## src/srb_queue.sv

```systemverilog
// Two-entry queue of words between the front and the back parts.
// No package dependency.
`default_nettype none
module srb_queue #(
	parameter int unsigned W = 8
) (
	input  wire logic         clk,
	input  wire logic         arst_n,
	input  wire logic         push,
	input  wire logic [W-1:0] wdata,
	output logic              full,
	input  wire logic         pop,
	output logic [W-1:0]      rdata,
	output logic              empty
);
	logic [W-1:0] mem_q [2];
	logic rp_q, wp_q;
	logic [1:0] cnt_q;

	assign full = cnt_q == 2'd2;
	assign empty = cnt_q == 2'd0;
	assign rdata = mem_q[rp_q];

	always_ff @(posedge clk) begin
		if (push && !full) mem_q[wp_q] <= wdata;
	end

	always_ff @(posedge clk or negedge arst_n) begin
		if (!arst_n) begin
			rp_q <= 1'b0;
			wp_q <= 1'b0;
			cnt_q <= '0;
		end else begin
			if (push && !full) wp_q <= ~wp_q;
			if (pop && !empty) rp_q <= ~rp_q;
			cnt_q <= cnt_q + {1'b0, push && !full} - {1'b0, pop && !empty};
		end
	end
endmodule
`default_nettype wire

```

## config.mk

```make
export PLATFORM = sky130hd
export DESIGN_NAME = srb_queue
export DESIGN_NICKNAME = d
export VERILOG_FILES = /design/src/srb_queue.sv
export SDC_FILE = /design/constraint.sdc
export NUM_CORES = 1
export LEC_CHECK = 0
export BUFFER_PORTS_ARGS = -buffer_cell sky130_fd_sc_hd__buf_2
export CORE_ASPECT_RATIO = 0.9
export CORE_UTILIZATION = 52
export CTS_BUF_LIST = sky130_fd_sc_hd__clkbuf_8
export DETAILED_ROUTE_END_ITERATION = 16
export PLACE_DENSITY = 0.87
export SLEW_MARGIN = 20
export SYNTH_ARGS = -nofsm -noshare
export SYNTH_HDL_FRONTEND = slang
export SYNTH_SLANG_ARGS = --single-unit
```

## constraint.sdc

```tcl
create_clock -name clk -period 1.9 [get_ports clk]
set_input_delay 0.57 -clock clk [delete_from_list [all_inputs] [get_ports clk]]
set_output_delay 0.57 -clock clk [all_outputs]
set_load 0.03 [all_outputs]
```

-- After elaboration in Yosys (flattened, before gate mapping)
Memory sizes are Yosys's and may differ from the RTL's.
Index checks and enable logic that the tools add are counted.
- mux-type cells: 2
- bitwise logic cells: 2
- reduce and logical (&&, ||, !) cells: 5
- equality and inequality tests: 1
- add/subtract/negate cells: 2
- operator list (cell ; number):
    adder 2 x 1 -> 2 bit ; 1
    equality test 2 bit, second input constant ; 1
    logical AND 1 bit ; 2
    zero test 1 bit ; 2
    zero test 2 bit ; 1
    2-to-1 mux 1 bit ; 2
    inverter 1 bit ; 2
    subtractor 2 x 1 -> 2 bit ; 1
- register bits after elaboration: 4
- memories kept: 1
- output and inout bits: 10
- bits of input ports: 12
- word-level logic and storage cells: 16
- RAM bits: 16
- memories (name ; words ; width ; read ports ; clocked after memory_dff ; wr ports ; RTL line ; source):
    mem_q ; 2 ; 8 ; 1 ; 0 ; 1 ; 16 ; logic [W-1:0] mem_q [2];

-- Depth between registers and ports, before layout
Gate-level depths: netlist of the first run.
- depth after elaboration: 5
- depth in mapped cells: 7
- depth with buffers taken out: 7

-- Least setup slack after synthesis of the first run
OpenSTA, ideal clock, no wires.
- path kind: reg-to-reg
- start point: register cnt_q[1]
- end point: register cnt_q[1]
- buffers on the path: 0
- data arrival time: 1716 ps
- setup time: 123 ps
- data required time: 1777 ps
- cell stages (with the launch flop): 8
- path slack: 61 ps
- period minus slack after synthesis: 1839 ps
- path through: dfrtp_1 nor2_1 nor2b_2 ha_1 inv_1 ha_1 xnor2_1 xnor2_1
- elaborated cells on any way between the ends: 8
- classes of those cells: add/sub (2); eq/ne (1); reduce/logical (5)
- RTL lines (item ; RTL line ; source):
    from (decl) ; 18 ; logic [1:0] cnt_q;
    from (signal assigned) ; 36 ; cnt_q <= cnt_q + {1'b0, push && !full} - {1'b0, pop && !empty};
    zero test 2 bit ; 21 ; assign empty = cnt_q == 2'd0;
    net empty ; 14 ; output logic empty
    zero test 1 bit ; 36 ;
    logical AND 1 bit ; 36 ;
    subtractor 2 x 1 -> 2 bit ; 36 ;
The timed path passes the listed nets, and every way through them passes these cells.
A chain may end at the register's enable or synchronous reset.

-- Final worst setup path of the first run
- start point: register rp_q
- end point: output port rdata[1]
- longest elaborated chain between the ends: 1
- RTL lines (item ; RTL line ; source):
    from (decl) ; 17 ; logic rp_q, wp_q;
    from (signal assigned) ; 35 ; if (pop && !empty) rp_q <= ~rp_q;
    memory read (2 x 8 bit) ; - ;
    to (decl) ; 13 ; output logic [W-1:0] rdata,
Every way passes these cells.

==> flow_summary.ini, run 1 <==
[status]
status = finished clean

[worst_setup_path]
cpLargestDelayFamily = flip-flops
worstRegToRegCells = 7
crit_chain = mux2_2 > buf_2
cp-end-kind = output pin
crit_required_ns = 1.33
arrival_ns = 1.28
r2r_slack_ns = 0.32
crit_type = flop to output pin
r2r_end = cnt_q[1]
cp-start-kind = flop
crit_fanout = 9
cpPeakStageDelay_ns = 0.49
critical_path_buf_inv_count = 1
cp_slowest_cell = dfrtp_2
cp-startpoint = rp_q
worstReg2RegStart = cnt_q[1]

[placed_design]
place_ws_ns = 0.1587
port_buffers = 21
placed_area_sq_um = 900.9
post-dp-hpwl_microns = 762.9
gp_congestion = 0.6499
dp_cells = 78

[pwr]
power_switching_share_pct = 35.85
power.switching_uw = 583.2
clock_power_share_pct = 19.2
power.leakage_nw = 0.4017
p_int_mw = 1.043
report.power.total_mw = 1.626
seq_power_share_pct = 42.8
ir_worst_vdd_mv = 0.9829
p_per_area_mw_per_mm2 = 1699
comb_power_share_pct = 37.9

[timing]
setup_ws_ns = 0.04783
maxSlewHeadroom_pct = 74.36
clock_skew_ns = 0.003493
fmaxAchievable_mhz = 539.9
whs_ns = 0.1065
drv_slew = 0
tns_ns = 0
hold_viol = 0
setup_viol = 0
min_period_over_period_pct = 97.48
tightest_slew_ns = 0.3846
fin_crit_ns = 1.852
rsz0062_at_grt = false

[floorplan]
core_area_sq_mm = 0.001306
die_x_microns = 42.72
die-area_sq_mm = 0.001651
io_pins = 22
start_util_pct = 59.39
rows = 12
chipHeight_microns = 38.64

[grt]
antenna_found_initial = 0
grt_pass1_vias = 397
grt_usage_pct = 15.70
grt_max_degree = 12
globalRouteOverflowTotal = 0
grt_pass1_wl_mm = 1.759

[clock_network]
cts.sinks = 20
cts_hold_buf = 0
clk_latency_ns = 0.25
clkSlewWorstSetupHoldPaths_ns = 0.07
cts_root_buf = clkbuf_8
cts.path.max_buffers = 2
numCtsBuffers = 3
cts_tree = yes
htreeDepth = 1

[layout]
drive_above_1_share_pct = 52.94
fin_util_pct = 73.28
fillers = 79
nNetsFinal = 83
diodes = 0
final_area_sq_um = 957.2
final_cell_count_no_fill = 82
synthToLayoutAreaGrowth_pct = 23.39

[synthesis]
syn_area_per_cell_sq_um = 18.04
synthTopCellsByArea = edfxtp_1 62%, dfrtp_1 13%, mux2_2 12%
synth_top_cell_area_share_pct = 61.94
ys_seq_area_share_pct = 74.84
synth-warning-count = 0
yosys_register_bits = 20
synthesis.nets = 57
netlist_area_sq_um = 775.7
synth_top_area_cell = edfxtp_1
ys_types = 13
netlist_instances = 43

[routing]
drt_wl_total_mm = 1.060
firstDrtPassIters = 2
ant_nets = 0
drc = 0
num_vias = 405
viasPerCell = 4.939
drtIter0Drc = 5
routedWlPerCell_microns = 12.93

[worst_hold_path]
holdCritPathClass = input pin to async pin

[run]
maxCapViolCount = 0
==> worst max-delay path by stage <==
| stage | endpoint | slack [ns] | depth (start not counted) |
|---|---|---|---|
| 2_1_floorplan | cnt_q[1] | 0.06 | 7 |
| 3_3_place_gp | cnt_q[1] | 0.22 | 7 |
| 3_5_place_dp | cnt_q[1] | 0.16 | 7 |
| 4_1_cts | rdata[1] | 0.04 | 2 |
| 5_1_grt | rdata[0] | 0.01 | 2 |
| 6_report | rdata[1] | 0.05 | 2 |
==> layout by cell type (no fill, tap or decap) <==
cell,n
xnor2_1,3
buf_2,21
nand2b_1,1
inv_1,2
xor2_1,1
mux2_2,8
nand2_1,1
buf_4,1
dfrtp_1,3
ha_1,2
nor2b_2,1
and3_1,1
dfrtp_2,1
nor2_1,2
clkbuf_8,4
edfxtp_1,16
==> power groups by stage <==
stage / Sequential [mW] / Combinational [mW] / Clock, mW
floorplan: 0.655 / 0.504 / 0
global placement: 0.698 / 0.600 / 0
detailed placement: 0.701 / 0.620 / 0
CTS: 0.697 / 0.620 / 0.317
global route: 0.708 / 0.662 / 0.338
finish: 0.696 / 0.617 / 0.313
==> worst reg2reg max path, stage by stage (launching register included) <==
cell and delay, ns:
dfrtp_1 0.41, nor2_1 0.18, nor2b_2 0.08, ha_1 0.27, inv_1 0.04, ha_1 0.19, xnor2_1 0.20, xnor2_1 0.14
==> synth_stat cells <==
| cell | number |
|---|---|
| nand2_1 | 1 |
| xnor2_1 | 3 |
| edfxtp_1 | 16 |
| ha_1 | 2 |
| mux2_2 | 8 |
| nand2b_1 | 1 |
| buf_2 | 1 |
| xor2_1 | 1 |
| dfrtp_1 | 4 |
| nor2b_2 | 1 |
| nor2_1 | 2 |
| and3_1 | 1 |
| inv_1 | 2 |
==> flip-flops by register name, indices dropped and copies added (netlist names) <==
name,cells
rp_q,1
cnt_q,2
mem_q,16
wp_q,1
==> what timing repair did <==
action                     in CTS  in global routing
setup buffers                   0                  0
gates resized for setup         1                  0
setup endpoints to repair       8                  0
==> metal layers <==
layer,global-route usage (%),vias up,routed length (microns)
met3,7.477,0,59
met1,18.55,189,502
li1,-,202,-
met4,4.688,0,0
met5,0,-,0
met2,25.76,14,498
==> final cells by class <==
type                            instances  area, sq um  share of cell area [%]
Sequential cell                        20        581.8                   60.78
Multi-Input combinational cell         20        182.7                   19.08
Inverter                                2        7.507                  0.7843
Tap cell                               14        17.52                   1.830
Timing Repair Buffer                   22        112.6                   11.76
Clock buffer                            4        55.05                   5.752
==> cell families (layout without fill, tap and decap cells) <==
kind of cell | count (synthesis) | count (layout) | synth area share [%]
flip-flops | 20 | 20 | 74.84
multiplexers | 8 | 8 | 11.61
AND/OR/NAND/NOR | 6 | 6 | 4.195
XOR/XNOR | 4 | 4 | 4.517
buffers and inverters | 3 | 28 | 1.613
adder cells (fa/ha/maj) | 2 | 2 | 3.225
No activity file was read; power rests on OpenSTA's default activity.
==> run 2, diff against run 1 <==
--- a/config.mk
+++ b/config.mk
@@ -5,9 +5,10 @@
 export SDC_FILE = /design/constraint.sdc
 export NUM_CORES = 1
 export LEC_CHECK = 0
+export ABC_AREA = 1
 export BUFFER_PORTS_ARGS = -buffer_cell sky130_fd_sc_hd__buf_2
 export CORE_ASPECT_RATIO = 0.9
-export CORE_UTILIZATION = 52
+export CORE_UTILIZATION = 53
 export CTS_BUF_LIST = sky130_fd_sc_hd__clkbuf_8
 export DETAILED_ROUTE_END_ITERATION = 16
 export PLACE_DENSITY = 0.87
==> flow_summary.ini, run 2 <==
[worst_setup_path]
arrival_ns = 1.16
cpMostUsedCell = nand2_1
crit_type = flop to output pin
critical_path_buf_inv_count = 2
cpPeakStageDelay_ns = 0.49
worstReg2RegStart = cnt_q[1]
cp_slowest_cell = dfrtp_2
cp-end-kind = output pin
worstRegToRegCells = 10
crit_required_ns = 1.33
r2r_end = cnt_q[1]
cpLargestDelayFamily = flip-flops
crit_fanout = 10
crit_chain = clkinv_4 > nand2_1 > nand2_1 > buf_2
r2r_slack_ns = 0.45
cp-start-kind = flop

[layout]
layout_commonest_cell = nand2_1
synthToLayoutAreaGrowth_pct = 20.48
nNetsFinal = 116
final_cell_count_no_fill = 115
fin_util_pct = 69.14
reg_top3 = mem_q (16), cnt_q (2)
drive_above_1_share_pct = 32.00
final_area_sq_mm = 0.001001
final_cell_mix = 35 x nand2_1, 21 x buf_2, 16 x edfxtp_1
largest_reg_flops = 16
top_register = mem_q
diodes = 0

[clock_network]
clkSlewWorstSetupHoldPaths_ns = 0.06
cts_resized = 0
cts_hold_buf = 0
postCtsSetupBuffers = 0
cts_root_buf = clkbuf_8
htreeDepth = 1
numCtsBuffers = 3
cts_tree = yes
cts.sinks = 20
clk_latency_ns = 0.25
cts.path.max_buffers = 2

[floorplan]
rows = 13
io_pins = 22
die_x_microns = 43.74
start_util_pct = 57.39
chipHeight_microns = 39.56
die-area_sq_mm = 0.001730
core_area_sq_mm = 0.001448

[routing]
drtIter0Drc = 17
routedWlPerCell_microns = 11.75
drc = 0
num_vias = 569
drt_wl_total_mm = 1.351
firstDrtPassIters = 4
ant_nets = 0
viasPerCell = 4.948

[synthesis]
yosysMostFrequentCell = nand2_1
ys_seq_area_share_pct = 69.88
synthesis.nets = 89
synth_edf_count = 16
synthTopCellsByArea = edfxtp_1 58%, nand2_1 16%, dfrtp_1 12%
synth-warning-count = 0
synth_top_area_cell = edfxtp_1
netlist_instances = 75
ys_types = 12
yosys-top-cells-count = 35 x nand2_1, 16 x edfxtp_1, 9 x inv_1, 4 x dfrtp_1
synthFlopType = edfxtp_1
yosys_register_bits = 20
syn_area_per_cell_sq_um = 11.08
ys_async_sr_fraction_pct = 20.00
netlist_area_sq_um = 830.8
synth_top_cell_area_share_pct = 57.83

[pwr]
seq_power_share_pct = 41.3
comb_power_share_pct = 43.5
power.leakage_nw = 0.5066
power.switching_uw = 702.3
clock_power_share_pct = 15.3
p_per_area_mw_per_mm2 = 1666
power_switching_share_pct = 42.11
ir_worst_vdd_mv = 1.254
p_int_uw = 965.6

[timing]
tightest_slew_ns = 0.3166
fin_crit_ns = 1.735
rsz0062_at_grt = false
clock_skew_ns = 0.001678
drv_slew = 0
maxSlewHeadroom_pct = 78.87
setup_ws_ns = 0.1650
min_period_over_period_pct = 91.31
setup_viol = 0
hold_viol = 0
fmaxAchievable_mhz = 576.4
tns_ns = 0

[placed_design]
gp_congestion = 0.7376
post-dp-hpwl_mm = 1.047
port_buffers = 21
placed_area_sq_um = 958.4
dp_cells = 112
place_ws_ns = 0.2934

[grt]
grt_usage_pct = 17.39
grt_max_degree = 11
antenna_found_initial = 0
globalRouteOverflowTotal = 0
grt_pass1_vias = 510
grt_pass1_wl_mm = 2.001

[run]
maxCapViolCount = 0

[status]
status = finished clean

[worst_hold_path]
holdCritPathClass = input pin to async pin
==> run 2: through the flow <==
step,total power [mW],hold WS (ns)
after floorplan,1.221,0.2744
after global placement,1.387,0.3822
after detailed placement,1.423,0.3793
after CTS,1.678,0.1110
after global routing,1.784,0.1108
final,1.668,0.1155
==> run 2: power by group through the flow <==
stage,logic [mW],registers (mW),clock network (mW)
after floorplan,0.570,0.651,0
after global placement,0.697,0.690,0
after detailed placement,0.730,0.693,0
after CTS,0.730,0.685,0.263
after global routing,0.806,0.699,0.279
final,0.725,0.688,0.254
==> run 2: cell families (layout without fill, tap and decap cells) <==
| logic type | Yosys count | count (layout) | share of synthesized area [%] |
|---|---|---|---|
| AND/OR/NAND/NOR | 41 | 41 | 20.18 |
| flip-flops | 20 | 20 | 69.88 |
| buffers and inverters | 12 | 37 | 6.927 |
| adder cells (fa/ha/maj) | 2 | 2 | 3.012 |
==> run 2: worst max-delay path by stage <==
stage          start  endpoint  slack, ns  cells past startpoint
2_1_floorplan   rp_q  rdata[0]       0.53                      4
3_3_place_gp    rp_q  rdata[0]       0.29                      4
3_5_place_dp    rp_q  rdata[2]       0.29                      4
4_1_cts         rp_q  rdata[2]       0.02                      4
5_1_grt         rp_q  rdata[4]       0.09                      4
6_report        rp_q  rdata[2]       0.17                      4
==> run 2: layout make-up <==
| cell class | instances | area [sq um] |
|---|---|---|
| Sequential cell | 20 | 581.8 |
| Timing Repair Buffer | 23 | 120.1 |
| Tap cell | 15 | 18.77 |
| Fill cell | 109 | 446.7 |
| Clock buffer | 3 | 41.29 |
| Inverter | 11 | 46.29 |
| Multi-Input combinational cell | 43 | 192.7 |
==> run 2: layer usage <==
| metal | track usage, % | wire length, microns |
|---|---|---|
| met5 | 0 | 0 |
| met4 | 4.688 | 6 |
| met3 | 6.912 | 69 |
| met2 | 32.46 | 758 |
| met1 | 18.26 | 517 |
