--- config.mk ---
export PLATFORM = sky130hd
export DESIGN_NAME = srb_front
export DESIGN_NICKNAME = d
export VERILOG_FILES = /design/src/srb_pkg.sv /design/src/srb_front.sv
export SDC_FILE = /design/constraint.sdc
export NUM_CORES = 1
export LEC_CHECK = 0
export ABC_CLOCK_PERIOD_IN_PS = 1950
export BUFFER_PORTS_ARGS = -buffer_cell sky130_fd_sc_hd__clkbuf_2
export CAP_MARGIN = 20
export CELL_PAD_IN_SITES_DETAIL_PLACEMENT = 0
export CELL_PAD_IN_SITES_GLOBAL_PLACEMENT = 1
export CORE_AREA = 2 2 74 76
export CTS_BUF_LIST = sky130_fd_sc_hd__clkbuf_2 sky130_fd_sc_hd__clkbuf_4 sky130_fd_sc_hd__clkbuf_8
export CTS_CLUSTER_SIZE = 20
export DETAILED_ROUTE_END_ITERATION = 16
export DIE_AREA = 0 0 76 78
export PLACE_DENSITY = 0.92
export SETUP_SLACK_MARGIN = 0.3
export SYNTH_ARGS = -nofsm -noshare
export SYNTH_HDL_FRONTEND = slang
export SYNTH_SLANG_ARGS = --single-unit
--- constraint.sdc ---
create_clock -name clk -period 1.95 [get_ports clk]
set_input_delay 0 -clock clk [delete_from_list [all_inputs] [get_ports clk]]
set_output_delay 0 -clock clk [all_outputs]
set_load 0.01 [all_outputs]
--- src/srb_pkg.sv ---
// Package for the scan rectangle boundary block: widths, register indexes,
// fixed-point constants and back-end state type. No dependencies.
`default_nettype none
package srb_pkg;
	localparam int unsigned DefMaxPoints = 4096;
	localparam int unsigned DefRangeBits = 16;
	localparam int unsigned CfgAddrW = 3;
	localparam int unsigned CfgDataW = 16;
	localparam int unsigned PptW = 13;
	localparam int unsigned IdxW = 12;

	localparam logic [CfgAddrW-1:0] RegFront = 3'd0;
	localparam logic [CfgAddrW-1:0] RegSide = 3'd1;
	localparam logic [CfgAddrW-1:0] RegPpt = 3'd2;
	localparam logic [CfgAddrW-1:0] RegStart = 3'd3;
	localparam logic [CfgAddrW-1:0] RegEnd = 3'd4;
	localparam logic [CfgAddrW-1:0] RegCorner = 3'd5;

	localparam logic [28:0] Q28One = 29'h1000_0000;
	localparam logic [31:0] HalfPiQ28 = 32'd421657428;

	// Reciprocals that give exact quotients of values below 2^30 by the series
	// denominators: ceil(2^(30+k) / d), with 2^k the power of two at or above d.
	localparam logic [30:0] Recip90 = 31'd1527099484;
	localparam logic [30:0] Recip56 = 31'd1227133514;
	localparam logic [30:0] Recip30 = 31'd1145324613;
	localparam logic [30:0] Recip12 = 31'd1431655766;

	typedef enum logic [2:0] {
		BK_IDLE, BK_PHASE, BK_COS, BK_DIV, BK_DONE
	} bk_state_t;
endpackage
`default_nettype wire

--- src/srb_front.sv ---
// Front end: counts samples within the turn and classifies each one as pass
// or replace. Uses srb_pkg.
`default_nettype none
module srb_front #(
	parameter int unsigned MAX_POINTS = srb_pkg::DefMaxPoints,
	parameter int unsigned RANGE_BITS = srb_pkg::DefRangeBits,
	localparam int unsigned IW = $clog2(MAX_POINTS)
) (
	input  wire logic                  clk,
	input  wire logic                  arst_n,
	input  wire logic                  in_take,
	input  wire logic [RANGE_BITS-1:0] range_in,
	input  wire logic                  last_of_scan,
	input  wire logic [11:0]           sector_start,
	input  wire logic [12:0]           sector_end,
	input  wire logic [12:0]           corner_index,
	output logic [RANGE_BITS+IW+2:0]   cmd
);
	import srb_pkg::*;
	logic [IW-1:0] idx_q;
	logic in_sec, use_side;

	always_comb begin
		in_sec = ({{(IW+1){1'b0}}, sector_start} <= {{(13){1'b0}}, idx_q}) &&
		         ({{(13){1'b0}}, idx_q} < {{(IW){1'b0}}, sector_end});
		use_side = !({{(13){1'b0}}, idx_q} < {{(IW){1'b0}}, corner_index});
		// word: range, last, replace, side edge, index
		cmd = {range_in, last_of_scan, in_sec, use_side, idx_q};
	end

	always_ff @(posedge clk or negedge arst_n) begin
		if (!arst_n) begin
			idx_q <= '0;
		end else if (in_take) begin
			if (last_of_scan) idx_q <= '0;
			else idx_q <= idx_q + 1'b1;
		end
	end
endmodule
`default_nettype wire

# After elaboration in Yosys (flattened, before gate mapping)
# Cells that the tools add are included.
# word_totals
regBits	12
latchBits	0
mem_bits_rw	0
rom_bits	0
out_inout_bits	31
elab_cells	8
n_memories	0
# op_classes
n_addsub	1
mul	0
n_div	0
order_cmp	3
eq_ne	0
shift	0
mux	1
bitwise_logic	0
reduce_logical	2
# op_table
operator	n
$lt A12 B13 Y1	2
$add A12 B1 Y12 const B	1
$le A12 B12 Y1	1
$mux W12	1
$logic_and A1 B1 Y1	1
$logic_not A1 Y1	1

# Depth between registers and ports, before layout
# Gate-level depths: netlist of the first run.
# logic_depth
word_depth	2
ltp_mapped	8
depth_no_buf	7

# Worst setup path after synthesis of the first run
# No wires, ideal clock.
# synth_timing
kind	register to output
startpoint	register idx_q[7]
endpoint	output cmd[13]
arrival_ns	1.708
required_ns	1.950
path_slack_ns	0.242
stages_incl_launch_ff	9
n_path_buf	1
cell_sequence	dfrtp_1 > inv_1 > ha_1 > a21oi_1 > o21ai_0 > a221oi_1 > a2bb2oi_1 > nor3_1 > buf_4
# synth_between
elab_chain_len	2
word_cells_on_any_way	3
# synth_rtl
item	line	source
start, declared	srb_front.sv:20	logic [IW-1:0] idx_q;
start signal, assigned	srb_front.sv:36	else idx_q <= idx_q + 1'b1;
$lt A12 B13 Y1 / $le A12 B12 Y1 (equally long branches)	srb_front.sv:25, srb_front.sv:24	
$logic_and A1 B1 Y1 *	srb_front.sv:24	in_sec = ({{(IW+1){1'b0}}, sector_start} <= {{(13){1'b0}}, idx_q}) &&
end, declared	srb_front.sv:17	output logic [RANGE_BITS+IW+2:0] cmd
# Mark *: on every way between the ends. The rest lies on a longest branch, timed or not.

# Worst setup path after layout of the first run
# layout_timing
startpoint	register idx_q[5]
endpoint	output cmd[13]
# Same word-level chain as after synthesis.

==> flow_summary.ini, run 1 <==
[layout]
top_register = idx_q
largest_register_ffs = 12
fin_cells = 322
diodes = 0
final_nets = 346
fin_area_um2 = 2210
area_growth_syn_to_layout_pct = 37.5
final_common_cell = clkbuf_2
reg_top3 = idx_q: 12 flops
fillCellCount = 489
drive_above_1_share = 0.444
layout_common_cells = clkbuf_2, inv_1, ha_1

[sta]
grt_setup_unrepaired = true
fin_hold_ws_ns = 0.00000373
tightest_slew_ns = 0.327
fin_tns_setup_ns = 0
slew_viol_final = 0
finalHoldViolations = 0
relSlewSlack = 0.782
fin_skew_ns = 0.00502
finalCriticalPeriod_ns = 1.86
finalCritPeriodShare = 0.954
fmax_mhz = 537
setup_viol = 0

[die]
core_area_um2 = 5040
rows = 26
dieWidth_um = 76
start_util = 0.318
dieArea_um2 = 5930
ioPinCount = 89
die_y_um = 78

[placement]
place.gp.congestion = 0.788
portBuffers = 56
dpl.hpwl_um = 3200
post_dp_cell_area_um2 = 1870
dpl.cell_count = 307

[worst_setup_path]
endpoint_kind = primary output
crit_fanout = 2
slowest_delay_ns = 0.40
crit_required_ns = 1.95
path_class = reg2out
timing.critical_path.buf_inv = 2
reg2reg_depth = 5
path_depth = 8
arrival_ns = 1.86
crit_slowest_cell = dfrtp_1
crit_path_start_kind = flip-flop
worstPathCellList = inv_1, ha_4, a21oi_2, o21ai_1, a221oi_2, a2bb2oi_2, nor3_2, buf_2
cp_top_family = compound AO/OA/AOI/OAI gates

[logic_synthesis]
synthArstFlopShare = 1.00
synthDistinctLibCells = 36
ys_seq_area_frac = 0.187
ys_warn_count = 0
synth_flop_cell = dfrtp_1
syn_area_um2 = 1610
syn_inst = 195
synth.net_count = 288
synth_edf_count = 0
avgSynthCellArea_um2 = 8.23
ys_seq_elements = 12

[job]
cap_viol_max_count = 0

[worst_hold_path]
min_path_type = in2out
hold_depth = 0

[clock_network]
clk_pin_slew_ns = 0.05
h-tree-depth = 1
cts_tree = done
insertion_delay_ns = 0.25
clk_path_buf_depth = 2
cts_sinks = 12
cts-buffers-inserted = 3
clockRootBuffer = clkbuf_8

[global_routing]
gr-usage-all-layers = 0.138
grt_pass1_wl_um = 6650
grt_antenna_before_repair = 0
grt_overflow = 0
grt_max_degree = 13
grt_pass1_vias = 1521

[drt]
drc = 0
wl_um = 4110
drt_iter0_markers = 33
dr_total_vias = 1502
dr.pass1.iters = 4
ant_nets = 0
wl_per_cell_um = 12.8
avgViaCountPerCell = 4.66

[pwr]
p_per_area_nw_per_um2 = 417
p_leak_uw = 0.00119
ir_drop_mv = 0.279

[outcome]
outcome = completed
==> Yosys cell counts (2+ instances only) <==
library cell	number	area (um^2)
o21ai_1	2	10.0
nand2_1	12	45.0
o21ai_0	3	15.0
nor2_1	10	37.5
nand3_1	5	25.0
xnor2_1	7	61.3
o22ai_1	4	25.0
ha_1	35	438
nand4b_1	2	17.5
nor2b_1	2	12.5
a21o_1	7	52.6
nand4_1	3	18.8
buf_4	19	143
a21oi_1	13	65.1
dfrtp_1	12	300
and4_1	2	17.5
inv_1	35	131
nor3_1	4	20.0
==> final cells by class <==
cell class	count	area [um^2]	area share
Timing Repair Buffer	74	425	0.193
Multi-Input combinational cell	127	1200	0.544
Clock buffer	4	55.1	0.0249
Inverter	35	134	0.0607
Sequential cell	12	304	0.138
Tap cell	70	87.6	0.0397
==> per-stage QoR <==
stage | total power, uW | utilization | setup WS, ns
global placement | 583 | 0.371 | 0.129
CTS | 908 | 0.430 | 0.113
finish | 921 | 0.438 | 0.0890
detailed placement | 590 | 0.371 | 0.0491
floorplan | 495 | - | 0.304
global route | 983 | 0.438 | 0.0165
==> layer usage <==
metal | share of wire | wire (um) | track usage
met5 | 0 | 0 | 0
met4 | 0.025 | 102 | 0.0673
met3 | 0.049 | 202 | 0.0163
met2 | 0.48 | 2000 | 0.250
met1 | 0.44 | 1810 | 0.161
==> power breakdown <==
| group | leakage (uW) | internal (uW) | switching [uW] |
|---|---|---|---|
| sequential | 0.000159 | 264 | 19.7 |
| clock | 0.0000288 | 179 | 101 |
| combinational | 0.000999 | 170 | 187 |
| total | 0.00119 | 613 | 308 |
==> cell families after synthesis <==
kind of cell	Yosys count	share of synthesized area
AO/OA/AOI/OAI	36	0.140
flip-flops	12	0.187
adder cells (fa/ha/maj)	35	0.273
XOR/XNOR	7	0.0382
AND/OR/NAND/NOR	47	0.169
buffers and inverters	56	0.180
multiplexers	2	0.0132
==> worst paths after layout <==
| path | from | endpoint | slack, ns |
|---|---|---|---|
| min in group asynchronous | arst_n | idx_q[4]$_DFFE_PN0P_ | 0.20 |
| setup reg to reg | idx_q[0]$_DFFE_PN0P_ | idx_q[6]$_DFFE_PN0P_ | 0.47 |
| hold reg to reg | idx_q[4]$_DFFE_PN0P_ | idx_q[4]$_DFFE_PN0P_ | 0.60 |
| setup / recovery | idx_q[5]$_DFFE_PN0P_ | cmd[13] | 0.09 |
| hold / removal | range_in[7] | cmd[22] | 0.000004 |
| max in group asynchronous | arst_n | idx_q[1]$_DFFE_PN0P_ | 1.49 |
==> what timing repair did <==
item                                   4_1_cts  5_1_grt
setup endpoints to repair                    2        2
hold buffers                                 1        0
setup buffers                                9        1
endpoints found under the hold margin       12        0
pin swaps                                    8        2
resized for setup                           29        7
Note: power is estimated with default switching activity, not from simulation.
==> run 2: changes to the inputs <==
Settings changed: CAP_MARGIN 20 to not set, CORE_AREA 2 2 74 76 to 2 2 104 56, DIE_AREA 0 0 76 78 to 0 0 106 58, PLACE_DENSITY 0.92 to 0.91.
==> flow_summary.ini, run 2 (same netlist as run 1, synthesis figures left out) <==
[drt]
dr.pass1.iters = 4
ant_nets = 0
avgViaCountPerCell = 4.53
wl_um = 4380
dr_total_vias = 1482
drc = 0
drt_iter0_markers = 42
wl_per_cell_um = 13.4

[clock_network]
clk_path_buf_depth = 2
cts_tree = done
h-tree-depth = 1
clockRootBuffer = clkbuf_8
clk_pin_slew_ns = 0.05
cts-buffers-inserted = 3
cts_sinks = 12
insertion_delay_ns = 0.24

[pwr]
p_leak_uw = 0.00119
clockPowerShare = 0.279
combPwrFrac = 0.410
sequentialPowerShare = 0.311
switching_share = 0.339
power.internal_uw = 603
ir_drop_mv = 0.224
p_per_area_nw_per_um2 = 413
power_switching_uw = 309

[die]
dieArea_um2 = 6150
core_area_um2 = 5250
rows = 19
die_y_um = 58
start_util = 0.306
ioPinCount = 89
dieWidth_um = 106

[worst_setup_path]
arrival_ns = 1.89
crit_path_start_kind = flip-flop
r2r_setup_slack_ns = 0.41
endpoint_kind = primary output
timing.critical_path.buf_inv = 1
slowest_delay_ns = 0.41
crit_required_ns = 1.95
path_class = reg2out
worstPathCellList = ha_1, nand2_1, o21ai_1, nand3_1, a2111oi_4, nor3_2, buf_2
cp_top_family = compound AO/OA/AOI/OAI gates
crit_fanout = 4
crit_slowest_cell = dfrtp_1

[sta]
setup_viol = 0
finalCritPeriodShare = 0.968
finalHoldViolations = 0
relSlewSlack = 0.795
slew_viol_final = 0
tightest_slew_ns = 0.308
fin_skew_ns = 0.00610
fin_ws_ns = 0.0619
finalCriticalPeriod_ns = 1.89
grt_setup_unrepaired = true
fmax_mhz = 530

[global_routing]
grt_pass1_wl_um = 6270
grt_pass1_vias = 1300
grt_antenna_before_repair = 0
gr-usage-all-layers = 0.133
grt_max_degree = 13
grt_overflow = 0

[layout]
largest_register_ffs = 12
final_common_cell = clkbuf_2
diodes = 0
reg_top3 = idx_q: 12 flops
drive_above_1_share = 0.441
layout_common_cells = clkbuf_2, inv_1, ha_1
fin_area_um2 = 2210
area_growth_syn_to_layout_pct = 37.6
top_register = idx_q
final_nets = 348
fillCellCount = 544

[placement]
dp_slack_ns = 0.0922
place.gp.congestion = 0.834
post_dp_cell_area_um2 = 1920
portBuffers = 56
dpl.hpwl_um = 3540

[worst_hold_path]
min_path_type = in2out

[job]
cap_viol_max_count = 0

[outcome]
outcome = completed
[run 2: changes by cell type in the layout (fill, tap and decap cells not counted), sizes merged]
cell and delta:
clkbuf -1, buf +3
[run 2: final cells by class]
cell class	count	area, um^2	area share
Multi-Input combinational cell	127	1190	0.539
Timing Repair Buffer	76	444	0.201
Sequential cell	12	303	0.137
Inverter	35	131	0.0595
Tap cell	73	91.3	0.0414
Clock buffer	4	48.8	0.0221
[run 2: metal layers]
| layer | up-vias | routed length (um) | track usage |
|---|---|---|---|
| met5 | - | 0 | 0 |
| met4 | 0 | 36 | 0.0451 |
| met3 | 4 | 289 | 0.0202 |
| met2 | 59 | 1610 | 0.160 |
| met1 | 648 | 2440 | 0.226 |
| li1 | 771 | - | - |
[run 2: stage by stage]
stage / setup TNS [ns] / instances / hold slack, ns / util / power (uW)
floorplan: 0 / 195 / -0.296 / - / 495
global placement: 0 / 316 / -0.0934 / 0.365 / 594
detailed placement: 0 / 316 / -0.0964 / 0.365 / 602
CTS: 0 / 323 / 0.0000686 / 0.398 / 883
global route: -0.0531 / 327 / 0.0000600 / 0.420 / 985
finish: 0 / 327 / 0.0000131 / 0.420 / 912
[run 2: timing repair]
action | 4_1_cts | 5_1_grt
hold endpoints to repair | 12 | 0
setup buffers | 2 | 4
setup endpoints to repair | 2 | 2
pin swaps | 10 | 11
hold buffers | 1 | 0
gates resized for setup | 20 | 15
[run 2: power groups by stage]
stage	logic [uW]	registers, uW	clock network, uW
3_5_place_dp	315	286	0
5_1_grt	422	287	277
4_1_cts	343	282	257
6_report	374	284	254
3_3_place_gp	308	286	0
2_1_floorplan	191	304	0
[run 2: worst reg2reg max path: stages, from the launching register on]
cell and delay [ns]:
dfrtp_1 0.51, buf_4 0.19, ha_1 0.27, nand2_1 0.07, or2_1 0.22, xnor2_1 0.13, nor2_1 0.05
[run 2: path summary, 6_finish.rpt]
path	depth (start not counted)	from	to
worst max-delay path	7	idx_q[2]$_DFFE_PN0P_	cmd[13]
worst min-delay path	0	range_in[11]	cmd[26]
worst max register to register	6	idx_q[0]$_DFFE_PN0P_	idx_q[6]$_DFFE_PN0P_
worst min register to register	2	idx_q[4]$_DFFE_PN0P_	idx_q[4]$_DFFE_PN0P_
max in group asynchronous	2	arst_n	idx_q[1]$_DFFE_PN0P_
min in group asynchronous	2	arst_n	idx_q[9]$_DFFE_PN0P_
==> run 3: changes to the inputs <==
Settings changed: CTS_BUF_LIST sky130_fd_sc_hd__clkbuf_2 sky130_fd_sc_hd__clkbuf_4 sky130_fd_sc_hd__clkbuf_8 to sky130_fd_sc_hd__clkbuf_8, PLACE_DENSITY 0.91 to not set, PLACE_DENSITY_LB_ADDON set to 0.1.
==> flow_summary.ini, run 3 (same netlist as run 1, synthesis figures left out) <==
[worst_setup_path]
crit_fanout = 4
reg2reg_depth = 6
path_class = reg2out
r2r_setup_slack_ns = 0.43
arrival_ns = 1.84
endpoint_kind = primary output
r2r_end = idx_q[11]$_DFFE_PN0P_
r2r_start = idx_q[2]$_DFFE_PN0P_
crit_path_start_kind = flip-flop
crit_required_ns = 1.95

[worst_hold_path]
worstHoldStart = range_in[5]
whs_endpoint = cmd[20]
min_path_type = in2out
hold_depth = 0

[clock_network]
h-tree-depth = 1
clk_pin_slew_ns = 0.06
cts-buffers-inserted = 3
insertion_delay_ns = 0.25
clk_path_buf_depth = 2
cts_sinks = 12
cts_tree = done
clockRootBuffer = clkbuf_8

[die]
dieArea_um2 = 6150
ioPinCount = 89
rows = 19
dieWidth_um = 106
core_area_um2 = 5250
start_util = 0.306
die_y_um = 58

[global_routing]
gr-usage-all-layers = 0.154
grt_overflow = 0
grt_antenna_before_repair = 0
grt_max_degree = 13
grt_pass1_wl_um = 7250
grt_pass1_vias = 1385

[layout]
largest_register_ffs = 12
fin_area_um2 = 2230
fillCellCount = 523
diodes = 0
layout_common_cells = clkbuf_2, inv_1, ha_1
drive_above_1_share = 0.482
top_register = idx_q
final_common_cell = clkbuf_2
multi_input_area_um2 = 1220
register_area_um2 = 307
area_growth_syn_to_layout_pct = 39.0
final_nets = 345
reg_top3 = idx_q: 12 flops

[sta]
fmax_mhz = 543
fin_ws_ns = 0.107
grt_setup_unrepaired = true
finalHoldViolations = 0
slew_viol_final = 0
setup_viol = 0
fin_tns_setup_ns = 0
tightest_slew_ns = 0.333
fin_skew_ns = 0.00216
finalCriticalPeriod_ns = 1.84
relSlewSlack = 0.778
finalCritPeriodShare = 0.945

[placement]
portBuffers = 56
dpl.hpwl_um = 3680
place.gp.congestion = 0.728
dp_slack_ns = 0.163
post_dp_cell_area_um2 = 1890

[drt]
drc = 0
dr.pass1.iters = 4
wl_um = 4620
dr_total_vias = 1472
drt_iter0_markers = 79
avgViaCountPerCell = 4.54
wl_per_cell_um = 14.3
ant_nets = 0

[job]
cap_viol_max_count = 0

[pwr]
p_per_area_nw_per_um2 = 417
p_leak_uw = 0.00117
ir_drop_mv = 0.210
p_total_uw = 930

[outcome]
outcome = completed
-- run 3: cell types whose count changed in the layout (fill, tap and decap cells not counted), moves of 2 or more --
| cell | before | now |
|---|---|---|
| dfrtp_2 | 2 | 5 |
| a21oi_1 | 8 | 6 |
| dfrtp_1 | 10 | 7 |
| buf_4 | 16 | 13 |
| a21oi_2 | 5 | 7 |
-- run 3: worst max-delay path by stage --
stage,cells after the start,start,to
2_1_floorplan,7,idx_q[10]$_DFFE_PN0P_,cmd[13]
3_3_place_gp,8,idx_q[1]$_DFFE_PN0P_,cmd[13]
3_5_place_dp,8,idx_q[1]$_DFFE_PN0P_,cmd[13]
4_1_cts,7,idx_q[6]$_DFFE_PN0P_,cmd[12]
5_1_grt,8,idx_q[8]$_DFFE_PN0P_,cmd[13]
6_report,8,idx_q[6]$_DFFE_PN0P_,cmd[13]
-- run 3: critical path, stage by stage, from the launching register on --
cell	delay (ns)
dfrtp_2	0.45
inv_2	0.08
ha_4	0.27
and4_1	0.19
nand2_1	0.08
a21o_1	0.17
a2bb2oi_2	0.16
nor3_2	0.06
buf_2	0.15
-- run 3: power breakdown --
part           internal [uW]  switching [uW]
clock network            179             103
registers                265            18.1
logic                    173             193
total                    617             313
-- run 3: repair_timing --
action,CTS,global route
hold buffers,1,0
setup endpoints to repair,2,5
endpoints found under the hold margin,12,0
buffers inserted,5,2
gates resized for setup,21,26
pin swaps,7,12
-- run 3: cell type report --
cell class	count	area share
tap	73	0.0409
inverter	35	0.0589
multi-input combinational	127	0.549
timing repair buffer	73	0.189
sequential	12	0.137
clock buffer	4	0.0247
-- run 3: stage by stage --
stage / util / std cells / hold WS, ns
finish: 0.425 / 324 / 0.00000445
global route: 0.425 / 324 / 0.0000150
CTS: 0.398 / 322 / 0.0000749
detailed placement: 0.359 / 312 / -0.0806
global placement: 0.359 / 312 / -0.0790
floorplan: - / 195 / -0.296
-- run 3: routing by layer --
metal / global-route usage / vias up / share of wire
met5: 0 / - / 0
met4: 0.0508 / 0 / 0.026
met3: 0.0270 / 24 / 0.053
met2: 0.182 / 45 / 0.35
met1: 0.261 / 642 / 0.57
li1: - / 761 / -
